--- config.mk ---
export PLATFORM = sky130hd
export DESIGN_NAME = pll_lock_sequencer
export DESIGN_NICKNAME = d
export VERILOG_FILES = /design/src/hw/rtl/pls_pkg.sv /design/src/hw/rtl/pll_lock_sequencer.sv
export VERILOG_INCLUDE_DIRS = /design/src /design/src/hw/rtl
export SDC_FILE = /design/constraint.sdc
export NUM_CORES = 1
export LEC_CHECK = 0
export BUFFER_PORTS_ARGS = -buffer_cell sky130_fd_sc_hd__buf_4
export CAP_MARGIN = 15
export CORE_MARGIN = 4
export CORE_UTILIZATION = 63
export CTS_CLUSTER_DIAMETER = 200
export DETAILED_ROUTE_END_ITERATION = 7
export PLACE_DENSITY = 0.86
export SYNTH_ARGS = -nofsm -noshare
export SYNTH_HDL_FRONTEND = slang
export SYNTH_SLANG_ARGS = --single-unit
--- constraint.sdc ---
create_clock -name clk -period 15.1 [get_ports clk]
set_input_delay 1.51 -clock clk [delete_from_list [all_inputs] [get_ports clk]]
set_output_delay 1.51 -clock clk [all_outputs]
set_load 0.02 [all_outputs]
--- src/hw/rtl/assert_macros.svh ---
// Assertion macros shared by the RTL of the lock sequencer
`ifndef ASSERT_MACROS_SVH
`define ASSERT_MACROS_SVH

// Check a property on every clock edge outside reset
`define PLS_ASSERT(label, prop, msg) \
  label: assert property (@(posedge clk) disable iff (!rst_n) (prop)) else $error(msg);

// Check an implication whose consequent is checked on the following clock edge, outside reset
`define PLS_ASSERT_NEXT(label, cond, prop, msg) \
  label: assert property (@(posedge clk) disable iff (!rst_n) (cond) |=> (prop)) \
    else $error(msg);

`endif

--- src/hw/rtl/pls_pkg.sv ---
// Types, codes and constants of the PLL lock sequencer
package pls_pkg;

  localparam int unsigned MAX_TRACKERS = 8;

  localparam logic [1:0] MODE_OFF   = 2'd0;
  localparam logic [1:0] MODE_GM    = 2'd1;
  localparam logic [1:0] MODE_FREE  = 2'd2;
  localparam logic [1:0] MODE_SLAVE = 2'd3;

  localparam logic [1:0] CFG_MODE   = 2'd0;
  localparam logic [1:0] CFG_CHANS  = 2'd1;
  localparam logic [1:0] CFG_TRKEN  = 2'd2;
  localparam logic [1:0] CFG_SETTLE = 2'd3;

  localparam logic [3:0]  CHANS_RST     = 4'd1;
  localparam logic [31:0] SETTLE_RST    = 32'd10000;
  localparam logic [14:0] DAC_FREE_MAIN = 15'd32000;

  // Numeric state codes seen on the result channel
  localparam logic [3:0] CODE_CLEAR        = 4'd0;
  localparam logic [3:0] CODE_WAIT_CLEAR   = 4'd1;
  localparam logic [3:0] CODE_START_EXT    = 4'd2;
  localparam logic [3:0] CODE_WAIT_EXT     = 4'd3;
  localparam logic [3:0] CODE_START_HELPER = 4'd4;
  localparam logic [3:0] CODE_WAIT_HELPER  = 4'd5;
  localparam logic [3:0] CODE_START_MAIN   = 4'd6;
  localparam logic [3:0] CODE_WAIT_MAIN    = 4'd7;
  localparam logic [3:0] CODE_READY        = 4'd8;
  localparam logic [3:0] CODE_DISABLED     = 4'd9;

  typedef enum logic [9:0] {
    ST_CLEAR        = 10'b00_0000_0001,
    ST_WAIT_CLEAR   = 10'b00_0000_0010,
    ST_START_EXT    = 10'b00_0000_0100,
    ST_WAIT_EXT     = 10'b00_0000_1000,
    ST_START_HELPER = 10'b00_0001_0000,
    ST_WAIT_HELPER  = 10'b00_0010_0000,
    ST_START_MAIN   = 10'b00_0100_0000,
    ST_WAIT_MAIN    = 10'b00_1000_0000,
    ST_READY        = 10'b01_0000_0000,
    ST_DISABLED     = 10'b10_0000_0000
  } sqr_state_t;

  function automatic logic [3:0] state_code(input sqr_state_t st);
    logic [3:0] code;
    unique case (st)
      ST_CLEAR:        code = CODE_CLEAR;
      ST_WAIT_CLEAR:   code = CODE_WAIT_CLEAR;
      ST_START_EXT:    code = CODE_START_EXT;
      ST_WAIT_EXT:     code = CODE_WAIT_EXT;
      ST_START_HELPER: code = CODE_START_HELPER;
      ST_WAIT_HELPER:  code = CODE_WAIT_HELPER;
      ST_START_MAIN:   code = CODE_START_MAIN;
      ST_WAIT_MAIN:    code = CODE_WAIT_MAIN;
      ST_READY:        code = CODE_READY;
      default:         code = CODE_DISABLED;
    endcase
    return code;
  endfunction

  // Trackers on channels below min(count, MAX_TRACKERS, 8) that are enabled
  function automatic logic [7:0] active_trackers(input logic [3:0] cnt,
                                                 input logic [7:0] en);
    logic [3:0] lim;
    logic [7:0] act;
    lim = (cnt > 4'(MAX_TRACKERS)) ? 4'(MAX_TRACKERS) : cnt;
    if (lim > 4'd8) lim = 4'd8;
    for (int i = 0; i < 8; i++) begin
      act[i] = en[i] && (4'(i) < lim);
    end
    return act;
  endfunction

endpackage

--- src/hw/rtl/pll_lock_sequencer.sv ---
// Lock sequencer of a software PLL: input register, step logic, result register
// An item passes through the input register and then the result register to the out_ ports.
// Throughput: one item per cycle while out_stall does not hold the result register;
// the sequencer state loop closes between the input register and the state registers.
// Reset: synchronous, active low; clears both stages, the sequencer (disabled) and
// the configuration registers to their defaults.
`include "assert_macros.svh"

module pll_lock_sequencer (
  input  logic        clk,
  input  logic        rst_n,
  // configuration
  input  logic        cfg_we,
  input  logic [1:0]  cfg_index,
  input  logic [31:0] cfg_wdata,
  // input items
  input  logic        in_valid,
  output logic        in_stall,
  input  logic        in_action,
  input  logic        in_helper_lock,
  input  logic        in_external_lock,
  input  logic        in_main_lock,
  input  logic [31:0] in_now_ticks,
  // result items
  output logic        out_valid,
  input  logic        out_stall,
  output logic [3:0]  out_seq_state_now,
  output logic        out_clear_dacs,
  output logic [14:0] out_dac_main_value,
  output logic        out_start_external,
  output logic        out_start_helper,
  output logic        out_start_main,
  output logic [7:0]  out_start_tracker_mask,
  output logic [1:0]  out_external_updates,
  output logic        out_update_helper,
  output logic        out_update_main,
  output logic [7:0]  out_update_tracker_mask,
  output logic [31:0] out_delock_total
);

  // configuration registers
  logic [1:0]  mode_r;
  logic [3:0]  chans_r;
  logic [7:0]  trk_en_r;
  logic [31:0] settle_r;

  // input stage
  logic        s1_v_r;
  logic        s1_action_r, s1_hl_r, s1_el_r, s1_ml_r;
  logic [31:0] s1_now_r;

  // sequencer state
  pls_pkg::sqr_state_t state_r, state_nxt;
  logic        hl_seen_r, hl_seen_nxt;
  logic [31:0] settle_start_r, settle_start_nxt;
  logic [31:0] delock_r, delock_nxt;
  logic [14:0] dac_def_r, dac_def_nxt;

  // result stage
  logic        out_valid_r;
  logic [3:0]  seq_code_r;
  logic        clr_r, s_ext_r, s_hlp_r, s_main_r, u_hlp_r, u_main_r;
  logic [14:0] dac_val_r;
  logic [7:0]  s_trk_r, u_trk_r;
  logic [1:0]  n_ext_r;

  // step outputs
  logic        clr_c, s_ext_c, s_hlp_c, s_main_c, u_hlp_c, u_main_c;
  logic [7:0]  s_trk_c, u_trk_c, act_trk;
  logic [1:0]  n_ext_c;
  logic [31:0] elapsed;

  logic adv_out, take_s1;

  assign adv_out  = !out_valid_r || !out_stall;
  assign take_s1  = s1_v_r && adv_out;
  assign in_stall = s1_v_r && !adv_out;

  always_ff @(posedge clk) begin
    if (!rst_n) begin
      mode_r   <= pls_pkg::MODE_OFF;
      chans_r  <= pls_pkg::CHANS_RST;
      trk_en_r <= '0;
      settle_r <= pls_pkg::SETTLE_RST;
    end else if (cfg_we) begin
      unique case (cfg_index)
        pls_pkg::CFG_MODE:   mode_r   <= cfg_wdata[1:0];
        pls_pkg::CFG_CHANS:  chans_r  <= cfg_wdata[3:0];
        pls_pkg::CFG_TRKEN:  trk_en_r <= cfg_wdata[7:0];
        pls_pkg::CFG_SETTLE: settle_r <= cfg_wdata;
        default: ;
      endcase
    end
  end

  // input register
  always_ff @(posedge clk) begin
    if (!rst_n) begin
      s1_v_r <= 1'b0;
    end else if (!in_stall) begin
      s1_v_r <= in_valid;
    end
  end

  always_ff @(posedge clk) begin
    if (in_valid && !in_stall) begin
      s1_action_r <= in_action;
      s1_hl_r     <= in_helper_lock;
      s1_el_r     <= in_external_lock;
      s1_ml_r     <= in_main_lock;
      s1_now_r    <= in_now_ticks;
    end
  end

  assign act_trk = pls_pkg::active_trackers(chans_r, trk_en_r);
  assign elapsed = s1_now_r - settle_start_r;

  always_comb begin
    state_nxt        = state_r;
    hl_seen_nxt      = hl_seen_r;
    settle_start_nxt = settle_start_r;
    delock_nxt       = delock_r;
    dac_def_nxt      = dac_def_r;
    clr_c    = 1'b0;
    s_ext_c  = 1'b0;
    s_hlp_c  = 1'b0;
    s_main_c = 1'b0;
    s_trk_c  = '0;
    n_ext_c  = '0;
    u_hlp_c  = 1'b0;
    u_main_c = 1'b0;
    u_trk_c  = '0;

    if (s1_action_r) begin
      state_nxt   = (mode_r == pls_pkg::MODE_OFF) ? pls_pkg::ST_DISABLED : pls_pkg::ST_CLEAR;
      hl_seen_nxt = 1'b0;
      delock_nxt  = '0;
      dac_def_nxt = (mode_r == pls_pkg::MODE_FREE) ? pls_pkg::DAC_FREE_MAIN : '0;
    end else begin
      unique case (state_r)
        pls_pkg::ST_CLEAR: begin
          clr_c            = 1'b1;
          settle_start_nxt = s1_now_r;
          state_nxt        = pls_pkg::ST_WAIT_CLEAR;
        end
        pls_pkg::ST_WAIT_CLEAR: begin
          if (elapsed > settle_r) begin
            state_nxt = (mode_r == pls_pkg::MODE_GM) ? pls_pkg::ST_START_EXT
                                                     : pls_pkg::ST_START_HELPER;
          end
        end
        pls_pkg::ST_START_EXT: begin
          n_ext_c   = 2'd1;
          s_ext_c   = 1'b1;
          state_nxt = pls_pkg::ST_WAIT_EXT;
        end
        pls_pkg::ST_WAIT_EXT: begin
          if (s1_el_r) state_nxt = pls_pkg::ST_START_HELPER;
        end
        pls_pkg::ST_START_HELPER: begin
          hl_seen_nxt = 1'b0;
          s_hlp_c     = 1'b1;
          state_nxt   = pls_pkg::ST_WAIT_HELPER;
        end
        pls_pkg::ST_WAIT_HELPER: begin
          if (s1_hl_r && !hl_seen_r) begin
            hl_seen_nxt = 1'b1;
            if (mode_r == pls_pkg::MODE_SLAVE) begin
              state_nxt = pls_pkg::ST_START_MAIN;
            end else begin
              s_trk_c   = act_trk;
              state_nxt = pls_pkg::ST_READY;
            end
          end
        end
        pls_pkg::ST_START_MAIN: begin
          s_main_c  = 1'b1;
          state_nxt = pls_pkg::ST_WAIT_MAIN;
        end
        pls_pkg::ST_WAIT_MAIN: begin
          if (s1_ml_r) begin
            state_nxt = pls_pkg::ST_READY;
            s_trk_c   = act_trk;
          end
        end
        pls_pkg::ST_READY: begin
          // drop back on loss of a lock that the mode uses and count it
          if (!s1_hl_r) begin
            state_nxt  = pls_pkg::ST_CLEAR;
            delock_nxt = delock_r + 32'd1;
          end else if (mode_r == pls_pkg::MODE_GM && !s1_el_r) begin
            state_nxt  = pls_pkg::ST_START_EXT;
            delock_nxt = delock_r + 32'd1;
          end else if (mode_r == pls_pkg::MODE_SLAVE && !s1_ml_r) begin
            state_nxt  = pls_pkg::ST_CLEAR;
            delock_nxt = delock_r + 32'd1;
          end
        end
        default: ;
      endcase

      // updaters follow the state reached by this item
      unique case (state_nxt)
        pls_pkg::ST_WAIT_EXT: begin
          n_ext_c = n_ext_c + 2'd1;
        end
        pls_pkg::ST_WAIT_HELPER: begin
          if (mode_r == pls_pkg::MODE_GM) n_ext_c = n_ext_c + 2'd1;
          u_hlp_c = 1'b1;
        end
        pls_pkg::ST_WAIT_MAIN, pls_pkg::ST_READY: begin
          u_hlp_c = 1'b1;
          if (mode_r == pls_pkg::MODE_GM) n_ext_c = n_ext_c + 2'd1;
          u_main_c = (mode_r == pls_pkg::MODE_SLAVE);
          u_trk_c  = act_trk;
        end
        default: ;
      endcase
    end
  end

  // sequencer state advances with each item that enters the result register
  always_ff @(posedge clk) begin
    if (!rst_n) begin
      state_r        <= pls_pkg::ST_DISABLED;
      hl_seen_r      <= 1'b0;
      settle_start_r <= '0;
      delock_r       <= '0;
      dac_def_r      <= '0;
    end else if (take_s1) begin
      state_r        <= state_nxt;
      hl_seen_r      <= hl_seen_nxt;
      settle_start_r <= settle_start_nxt;
      delock_r       <= delock_nxt;
      dac_def_r      <= dac_def_nxt;
    end
  end

  always_ff @(posedge clk) begin
    if (!rst_n) begin
      out_valid_r <= 1'b0;
    end else if (adv_out) begin
      out_valid_r <= s1_v_r;
    end
  end

  always_ff @(posedge clk) begin
    if (take_s1) begin
      seq_code_r <= pls_pkg::state_code(state_nxt);
      clr_r      <= clr_c;
      dac_val_r  <= clr_c ? dac_def_nxt : '0;
      s_ext_r    <= s_ext_c;
      s_hlp_r    <= s_hlp_c;
      s_main_r   <= s_main_c;
      s_trk_r    <= s_trk_c;
      n_ext_r    <= n_ext_c;
      u_hlp_r    <= u_hlp_c;
      u_main_r   <= u_main_c;
      u_trk_r    <= u_trk_c;
    end
  end

  assign out_valid               = out_valid_r;
  assign out_seq_state_now       = seq_code_r;
  assign out_clear_dacs          = clr_r;
  assign out_dac_main_value      = dac_val_r;
  assign out_start_external      = s_ext_r;
  assign out_start_helper        = s_hlp_r;
  assign out_start_main          = s_main_r;
  assign out_start_tracker_mask  = s_trk_r;
  assign out_external_updates    = n_ext_r;
  assign out_update_helper       = u_hlp_r;
  assign out_update_main         = u_main_r;
  assign out_update_tracker_mask = u_trk_r;
  assign out_delock_total        = delock_r;

  `PLS_ASSERT(a_clear_moves_to_wait,
    !(out_valid_r && clr_r) || (seq_code_r == pls_pkg::CODE_WAIT_CLEAR),
    "DAC clear issued without entering the settle wait")
  `PLS_ASSERT(a_ext_start_two_updates,
    !(out_valid_r && s_ext_r) || (n_ext_r == 2'd2),
    "external start without two external updates")
  `PLS_ASSERT_NEXT(a_held_item_stays, s1_v_r && in_stall,
    s1_v_r && $stable(s1_now_r) && $stable(s1_action_r),
    "held input item lost or changed")
  `PLS_ASSERT_NEXT(a_state_only_on_take, !take_s1,
    $stable(state_r) && $stable(delock_r),
    "sequencer state moved without an item")

endmodule
==> tab_implementation.tex, run 1 <==
\begin{tabular}{lr}
\hline
Metric & Value \\
\hline
\multicolumn{2}{l}{\textbf{Status}} \\
Outcome & finished, final reports clean \\
\multicolumn{2}{l}{\textbf{Worst hold path}} \\
Worst hold path endpoint & dac\_def\_r[11]\$\_SDFFE\_PN0P\_ \\
Hold\_sp & dac\_def\_r[11]\$\_SDFFE\_PN0P\_ \\
Worst min-delay path category & reg2reg \\
Cell depth of the worst min-delay path & 1 \\
\multicolumn{2}{l}{\textbf{Worst setup path}} \\
Number of cells on the worst reg-to-reg path & 25 \\
Capture point of the worst reg-to-reg path & out\_seq\_state\_now[0]\$\_DFFE\_PP\_ \\
CP arrival & 6.56 ns \\
Highest cell delay on the worst timing path & 0.74 ns \\
Launch point of the worst reg-to-reg path & s1\_now\_r[0]\$\_DFFE\_PP\_ \\
Slowest cell on crit path & o41ai\_2 \\
R2R setup slack & 8.75 ns \\
Data required, critical path & 15.30 ns \\
Critical Path Most Common Cell & a21oi\_1 \\
Critical Path Source Type & flop \\
Type of the setup path with the least slack & reg2reg \\
Type of destination of the critical path & flop \\
Worst-path maximum fanout & 7 \\
\multicolumn{2}{l}{\textbf{Logic synthesis}} \\
Total of flip-flops plus latches after synthesis & 217 \\
Ys async rst share & 0 \\
Synthesized cell area & 0.0112 mm\^{}2 \\
Parity-gate share of the synthesized area counting xor and xnor cells & 0.0478 \\
Mean area per synthesized cell & 9.13 um\^{}2 \\
Total of warnings raised by yosys & 0 \\
Most common flop cell mapped by yosys & dfxtp\_1 \\
Mux contribution to synthesized area & 0.0125 \\
Largest family of logic cells by synthesized area & simple AND/OR/NAND/NOR gates \\
Simple logic cell fraction of the synthesized area & 0.199 \\
Arithmetic-cell share of the synthesized area counting full adders, half adders and majority gates & 0.0746 \\
Post-synthesis cell count & 1223 \\
Compound-Gate Fraction of Synth Area & 0.161 \\
Count of flip-flops with a built-in enable after synthesis & 79 \\
Portion of the post-synthesis area used by sequential elements & 0.460 \\
Synthesized net count & 1364 \\
Number of different library cells in the post-synthesis netlist & 70 \\
\multicolumn{2}{l}{\textbf{Placed design}} \\
Worst setup slack after placement & 8.78 ns \\
Port Buffers & 151 \\
DP Wirelength & 18500 um \\
Area after detailed placement & 0.0124 mm\^{}2 \\
Post-Place Cells & 1550 \\
Final weighted congestion in routability-driven placement & 0.936 \\
\multicolumn{2}{l}{\textbf{Die}} \\
Vertical die dimension & 141 um \\
Width of the chip & 141 um \\
Floorplan die area & 0.0199 mm\^{}2 \\
Starting Density & 0.644 \\
Top-level port count & 152 \\
Area of the core region & 0.0174 mm\^{}2 \\
Row cnt & 48 \\
\multicolumn{2}{l}{\textbf{CTS}} \\
CTS sink cnt & 217 \\
Setup Fix Bufs, Post-CTS & 0 \\
Number of buffers on the longest clock path & 3 \\
TritonCTS clock tree & built \\
Clock root cell & clkbuf\_16 \\
Clock transition at the registers of the reported paths & 0.07 ns \\
Post-CTS sizing & 0 \\
Post-CTS Hold Fix Bufs & 0 \\
Total clock buffers created by CTS & 22 \\
Clock network latency to the later pin of the worst-skew pair & 0.50 ns \\
Max H-tree Level & 1 \\
\multicolumn{2}{l}{\textbf{Route}} \\
Drt initial violations & 541 \\
Residual antenna-violating net count after detailed routing & 0 \\
Number of optimization iterations in the first detailed-route pass & 5 \\
Average wire per cell in the routed design & 16.4 um \\
Number of remaining DRC errors & 0 \\
Total detailed-routing wirelength & 26200 um \\
Number of vias after detailed routing & 9125 \\
Ratio of routed vias to standard cells & 5.73 \\
\multicolumn{2}{l}{\textbf{STA}} \\
Headroom to the max-slew limit & 0.234 \\
Number of max-slew violations in the final report & 0 \\
Worst clock skew & 0.0115 ns \\
Min Tclk post-route & 6.35 ns \\
Minimum setup slack in the final design & 8.75 ns \\
Slew at the pin closest to its max-slew limit & 1.14 ns \\
Worst hold margin & 0.448 ns \\
Number of hold-slack violations in the final timing report & 0 \\
Post-route setup TNS & 0 ns \\
Unrepaired setup endpoints after global routing & false \\
Highest Clock Rate & 0.157 GHz \\
Portion of the clock cycle consumed by the worst path in the final layout & 0.421 \\
Final setup violation count & 0 \\
\multicolumn{2}{l}{\textbf{Final layout}} \\
Synthesis-to-layout area growth & 18.0\% \\
Layout Cells excl Fill & 1593 \\
Fraction of layout cells with a size suffix above 1 & 0.156 \\
Nets & 1493 \\
Final instance area & 0.0132 mm\^{}2 \\
Antenna diodes & 0 \\
\multicolumn{2}{l}{\textbf{Global route}} \\
Number of global-route vias before repair & 8853 \\
Wire length of the first global-routing pass & 43300 um \\
Gr usage total & 0.260 \\
Antenna violations before repair & 0 \\
Pin count of the biggest net entering global routing & 105 \\
Grt total ovfl & 0 \\
\multicolumn{2}{l}{\textbf{Job}} \\
Number of maximum-capacitance constraint violations & 0 \\
\multicolumn{2}{l}{\textbf{Pwr}} \\
Total leakage power & 0.00520 uW \\
Total power divided by cell area & 98.7 mW/mm\^{}2 \\
Maximum ir drop on the vdd rail & 0.0921 mV \\
\hline
\end{tabular}
[sequential cells by signal (all words and copies together), names as in the netlist, 2 cells and up]
register and flops:
mode_r 2, settle_r 32, out_external_updates 2, out_seq_state_now 4
settle_start_r 32, dac_def_r 15, trk_en_r 8, out_start_tracker_mask 8
state_r 10, s1_now_r 32, out_delock_total 32, out_update_tracker_mask 8
chans_r 4, out_dac_main_value 15
[how the worst max path moves through the flow]
| stage | slack, ns | depth (start not counted) | endpoint | from |
|---|---|---|---|---|
| 2_1_floorplan | 9.55 | 25 | out_seq_state_now[0]$_DFFE_PP_ | s1_now_r[0]$_DFFE_PP_ |
| 3_3_place_gp | 9.02 | 25 | out_update_tracker_mask[4]$_SDFFCE_PP0P_ | s1_now_r[0]$_DFFE_PP_ |
| 3_5_place_dp | 8.78 | 25 | out_update_tracker_mask[0]$_SDFFCE_PP0P_ | s1_now_r[0]$_DFFE_PP_ |
| 4_1_cts | 8.76 | 25 | out_update_tracker_mask[0]$_SDFFCE_PP0P_ | s1_now_r[0]$_DFFE_PP_ |
| 5_1_grt | 8.07 | 25 | out_update_tracker_mask[0]$_SDFFCE_PP0P_ | s1_now_r[0]$_DFFE_PP_ |
| 6_report | 8.75 | 25 | out_seq_state_now[0]$_DFFE_PP_ | s1_now_r[0]$_DFFE_PP_ |
[critical path: cells and delay by family (launching register included)]
family                   cells  cell delay, ns
AO/OA/AOI/OAI               13            3.22
adder cells (fa/ha/maj)      3            0.88
AND/OR/NAND/NOR              4            1.13
flip-flops                   1            0.38
buffers and inverters        3            0.24
XOR/XNOR                     2            0.21
[layout make-up]
cell class | count | area (um^2)
Multi-Input combinational cell | 874 | 5540
Timing Repair Buffer | 158 | 1220
Inverter | 79 | 297
Tap cell | 225 | 282
Fill cell | 1242 | 4180
Clock buffer | 34 | 647
Clock inverter | 6 | 56.3
Sequential cell | 217 | 5130
[synth_stat cells (all sizes together), types with 4 or more instances]
master	count	area share
xor2	29	0.023
and2	8	0.0045
o31ai	4	0.0027
nor2b	29	0.016
o21a	8	0.0054
a21o	22	0.015
a21boi	63	0.043
nand2b	6	0.0034
nor3	18	0.0091
edfxtp	79	0.21
o211ai	10	0.0072
nor4b	4	0.0031
nor2	91	0.033
mux2i	14	0.013
nand3	24	0.011
a211oi	6	0.0045
a22oi	7	0.0047
xnor2	32	0.025
buf	6	0.0029
ha	65	0.073
o21ai	44	0.020
nand2	186	0.063
a31oi	10	0.0056
nand4	16	0.0090
dfxtp	138	0.25
o21bai	5	0.0034
nor4	9	0.0064
inv	78	0.026
and3	41	0.023
a21oi	68	0.030
or3	16	0.0090
or2	4	0.0022
clkbuf	47	0.016
[logic make-up (layout without fill, tap and decap cells)]
family | Yosys count | count (layout)
AND/OR/NAND/NOR | 463 | 463
AO/OA/AOI/OAI | 270 | 270
flip-flops | 217 | 217
buffers and inverters | 132 | 277
adder cells (fa/ha/maj) | 66 | 66
XOR/XNOR | 61 | 61
multiplexers | 14 | 14
[through the flow]
stage                     utilization  power (uW)
after floorplan                     -         732
after global placement          0.715         776
after detailed placement        0.715         780
after CTS                       0.756        1310
after global routing            0.759        1350
final                           0.759        1300
[report_power, final]
part / switching (uW) / internal [uW] / leakage [uW]
combinational: 77.8 / 61.7 / 0.00299
clock: 217 / 312 / 0.000342
sequential: 10.1 / 621 / 0.00187
total: 305 / 995 / 0.00520
[placed cells by master, fill, tap and decap left out, types with 22 or more instances in the layout]
master	n
o21ai_0	43
edfxtp_1	79
ha_1	65
buf_4	155
nand2_1	186
dfxtp_1	138
clkbuf_16	23
nor2b_1	28
a21o_1	22
xnor2_1	32
a21oi_1	68
inv_1	78
a21boi_0	62
nor2_1	82
nand3_1	24
and3_1	41
xor2_1	29
[metal layers]
layer | part of all wire | GRT usage
met1 | 0.43 | 0.344
met2 | 0.49 | 0.451
met3 | 0.056 | 0.0309
met4 | 0.022 | 0.0734
met5 | 0 | 0
No activity file was read; power rests on OpenSTA's default activity.
==> run 2, diff against run 1 <==
Settings changed: CORE_UTILIZATION 63 to 53, PLACE_DENSITY 0.86 to 0.77.
Clock period 15.1 ns to 5.8 ns, I/O delays scaled along.
==> run 2 against run 1 <==
Effect of this change: core utilization shrank 10 points; highest routed layer unchanged; global-route usage shrank 4.5 points; register-to-register slack lost 8.5 ns; clock power grew to 2.8 times the previous value; first-iteration DRC count grew 6.8%; final area grew 2.3%; critical path depth grew 1; critical path type unchanged; non-clock buffer count grew 14; wire length shrank 0.38%; cell count grew 3.8%.
==> tab_implementation.tex, run 2 (synthesis gave the netlist of run 1 again) <==
\begin{tabular}{lr}
\hline
Metric & Value \\
\hline
\multicolumn{2}{l}{\textbf{CTS}} \\
Clock root cell & clkbuf\_16 \\
Clock transition at the registers of the reported paths & 0.06 ns \\
Clock network latency to the later pin of the worst-skew pair & 0.50 ns \\
Total clock buffers created by CTS & 23 \\
CTS sink cnt & 217 \\
TritonCTS clock tree & built \\
Number of buffers on the longest clock path & 3 \\
Post-CTS Hold Fix Bufs & 0 \\
Max H-tree Level & 1 \\
\multicolumn{2}{l}{\textbf{Placed design}} \\
Final weighted congestion in routability-driven placement & 0.893 \\
DP Wirelength & 18400 um \\
Port Buffers & 151 \\
Area after detailed placement & 0.0126 mm\^{}2 \\
\multicolumn{2}{l}{\textbf{Final layout}} \\
Final core utilization & 0.658 \\
Nets & 1508 \\
Antenna diodes & 0 \\
Synthesis-to-layout area growth & 20.7\% \\
Fraction of layout cells with a size suffix above 1 & 0.179 \\
Most frequent standard cell in the layout excluding fill and tap cells & nand2\_1 \\
Leading cell types in the layout, fill and taps excluded & nand2\_1 (186), buf\_4 (172), dfxtp\_1 (138) \\
Final instance area & 0.0135 mm\^{}2 \\
\multicolumn{2}{l}{\textbf{Die}} \\
Starting Density & 0.545 \\
Area of the core region & 0.0205 mm\^{}2 \\
Floorplan die area & 0.0235 mm\^{}2 \\
Top-level port count & 152 \\
Row cnt & 52 \\
Vertical die dimension & 153 um \\
Width of the chip & 153 um \\
\multicolumn{2}{l}{\textbf{Job}} \\
Number of maximum-capacitance constraint violations & 0 \\
\multicolumn{2}{l}{\textbf{STA}} \\
Worst clock skew & 0.0176 ns \\
Portion of the clock cycle consumed by the worst path in the final layout & 0.954 \\
Highest Clock Rate & 0.181 GHz \\
Number of hold-slack violations in the final timing report & 0 \\
Headroom to the max-slew limit & 0.317 \\
Slew at the pin closest to its max-slew limit & 1.02 ns \\
Number of max-slew violations in the final report & 0 \\
Final setup violation count & 0 \\
Min Tclk post-route & 5.53 ns \\
Worst hold margin & 0.251 ns \\
\multicolumn{2}{l}{\textbf{Global route}} \\
Gr usage total & 0.215 \\
Pin count of the biggest net entering global routing & 105 \\
Wire length of the first global-routing pass & 42900 um \\
Number of global-route vias before repair & 8696 \\
Antenna violations before repair & 0 \\
Grt total ovfl & 0 \\
\multicolumn{2}{l}{\textbf{Route}} \\
Number of optimization iterations in the first detailed-route pass & 5 \\
Drt initial violations & 578 \\
Number of vias after detailed routing & 9027 \\
Number of remaining DRC errors & 0 \\
Average wire per cell in the routed design & 15.8 um \\
Ratio of routed vias to standard cells & 5.46 \\
Total detailed-routing wirelength & 26100 um \\
Residual antenna-violating net count after detailed routing & 0 \\
\multicolumn{2}{l}{\textbf{Worst setup path}} \\
Type of the setup path with the least slack & reg2reg \\
Type of destination of the critical path & flop \\
Worst-path maximum fanout & 4 \\
Critical Path Source Type & flop \\
CP arrival & 5.77 ns \\
Data required, critical path & 6.03 ns \\
\multicolumn{2}{l}{\textbf{Pwr}} \\
Total power divided by cell area & 259 mW/mm\^{}2 \\
Maximum ir drop on the vdd rail & 0.249 mV \\
Post-layout power & 3500 uW \\
Total leakage power & 0.00530 uW \\
\multicolumn{2}{l}{\textbf{Status}} \\
Outcome & finished, final reports clean \\
\multicolumn{2}{l}{\textbf{Worst hold path}} \\
Worst min-delay path category & in2reg \\
\hline
\end{tabular}
==> run 2: final timing paths <==
check                             startpoint                        endpoint  slack (ns)  cells past startpoint
hold reg to reg   dac_def_r[14]$_SDFFE_PN0P_      dac_def_r[14]$_SDFFE_PN0P_        0.44                      1
setup reg to reg       s1_now_r[0]$_DFFE_PP_  out_seq_state_now[0]$_DFFE_PP_        0.27                     26
setup / recovery       s1_now_r[0]$_DFFE_PP_  out_seq_state_now[0]$_DFFE_PP_        0.27                     26
hold / removal               in_now_ticks[9]           s1_now_r[9]$_DFFE_PP_        0.25                      1
==> run 2: layer usage <==
| metal | global-route usage | part of all wire | vias up |
|---|---|---|---|
| met5 | 0 | 0 | - |
| met4 | 0.0632 | 0.018 | 0 |
| met3 | 0.0336 | 0.045 | 37 |
| met2 | 0.367 | 0.49 | 212 |
| met1 | 0.284 | 0.45 | 4222 |
| li1 | - | - | 4556 |
==> run 2: through the flow <==
stage / instances / setup WS (ns) / TNS [ns]
2_1_floorplan: 1223 / 0.254 / 0
3_3_place_gp: 1606 / -0.00107 / -0.00390
3_5_place_dp: 1606 / -0.210 / -1.84
4_1_cts: 1647 / 0.00719 / 0
5_1_grt: 1653 / -0.0433 / -0.0433
6_report: 1653 / 0.266 / 0
==> run 2: timing repair <==
item	CTS	global route
hold endpoints to repair	0	0
gates cloned	0	0
resized for setup	4	18
buffers inserted	0	6
pin swaps	0	11
endpoints found under the setup margin	11	16
==> run 2: power breakdown <==
group | switching [uW] | internal [uW] | leakage (uW)
clock | 580 | 896 | 0.000372
sequential | 24.5 | 1620 | 0.00187
combinational | 211 | 168 | 0.00307
==> run 2: final cells by class <==
class | count | area [um^2]
fill | 1706 | 7020
multi-input combinational | 874 | 5660
sequential | 217 | 5130
timing repair buffer | 172 | 1290
clock buffer | 29 | 628
tap | 270 | 338
inverter | 79 | 297
clock inverter | 12 | 131
==> run 2: worst max-delay path: stages (launching register included) <==
cell	delay, ns
edfxtp_1	0.38
inv_1	0.08
ha_1	0.16
inv_1	0.06
fa_2	0.35
a211oi_2	0.20
nor2_1	0.10
o21a_2	0.25
a31o_4	0.28
a21oi_4	0.14
o31ai_1	0.10
o21ai_1	0.15
buf_4	0.14
o211ai_1	0.09
a21oi_1	0.18
xnor2_1	0.09
ha_1	0.29
nand4_1	0.17
nor4_2	0.38
inv_1	0.11
a311oi_2	0.27
a21oi_2	0.10
o41ai_4	0.42
xnor2_1	0.12
or4_4	0.44
a21oi_2	0.16
a31oi_1	0.05
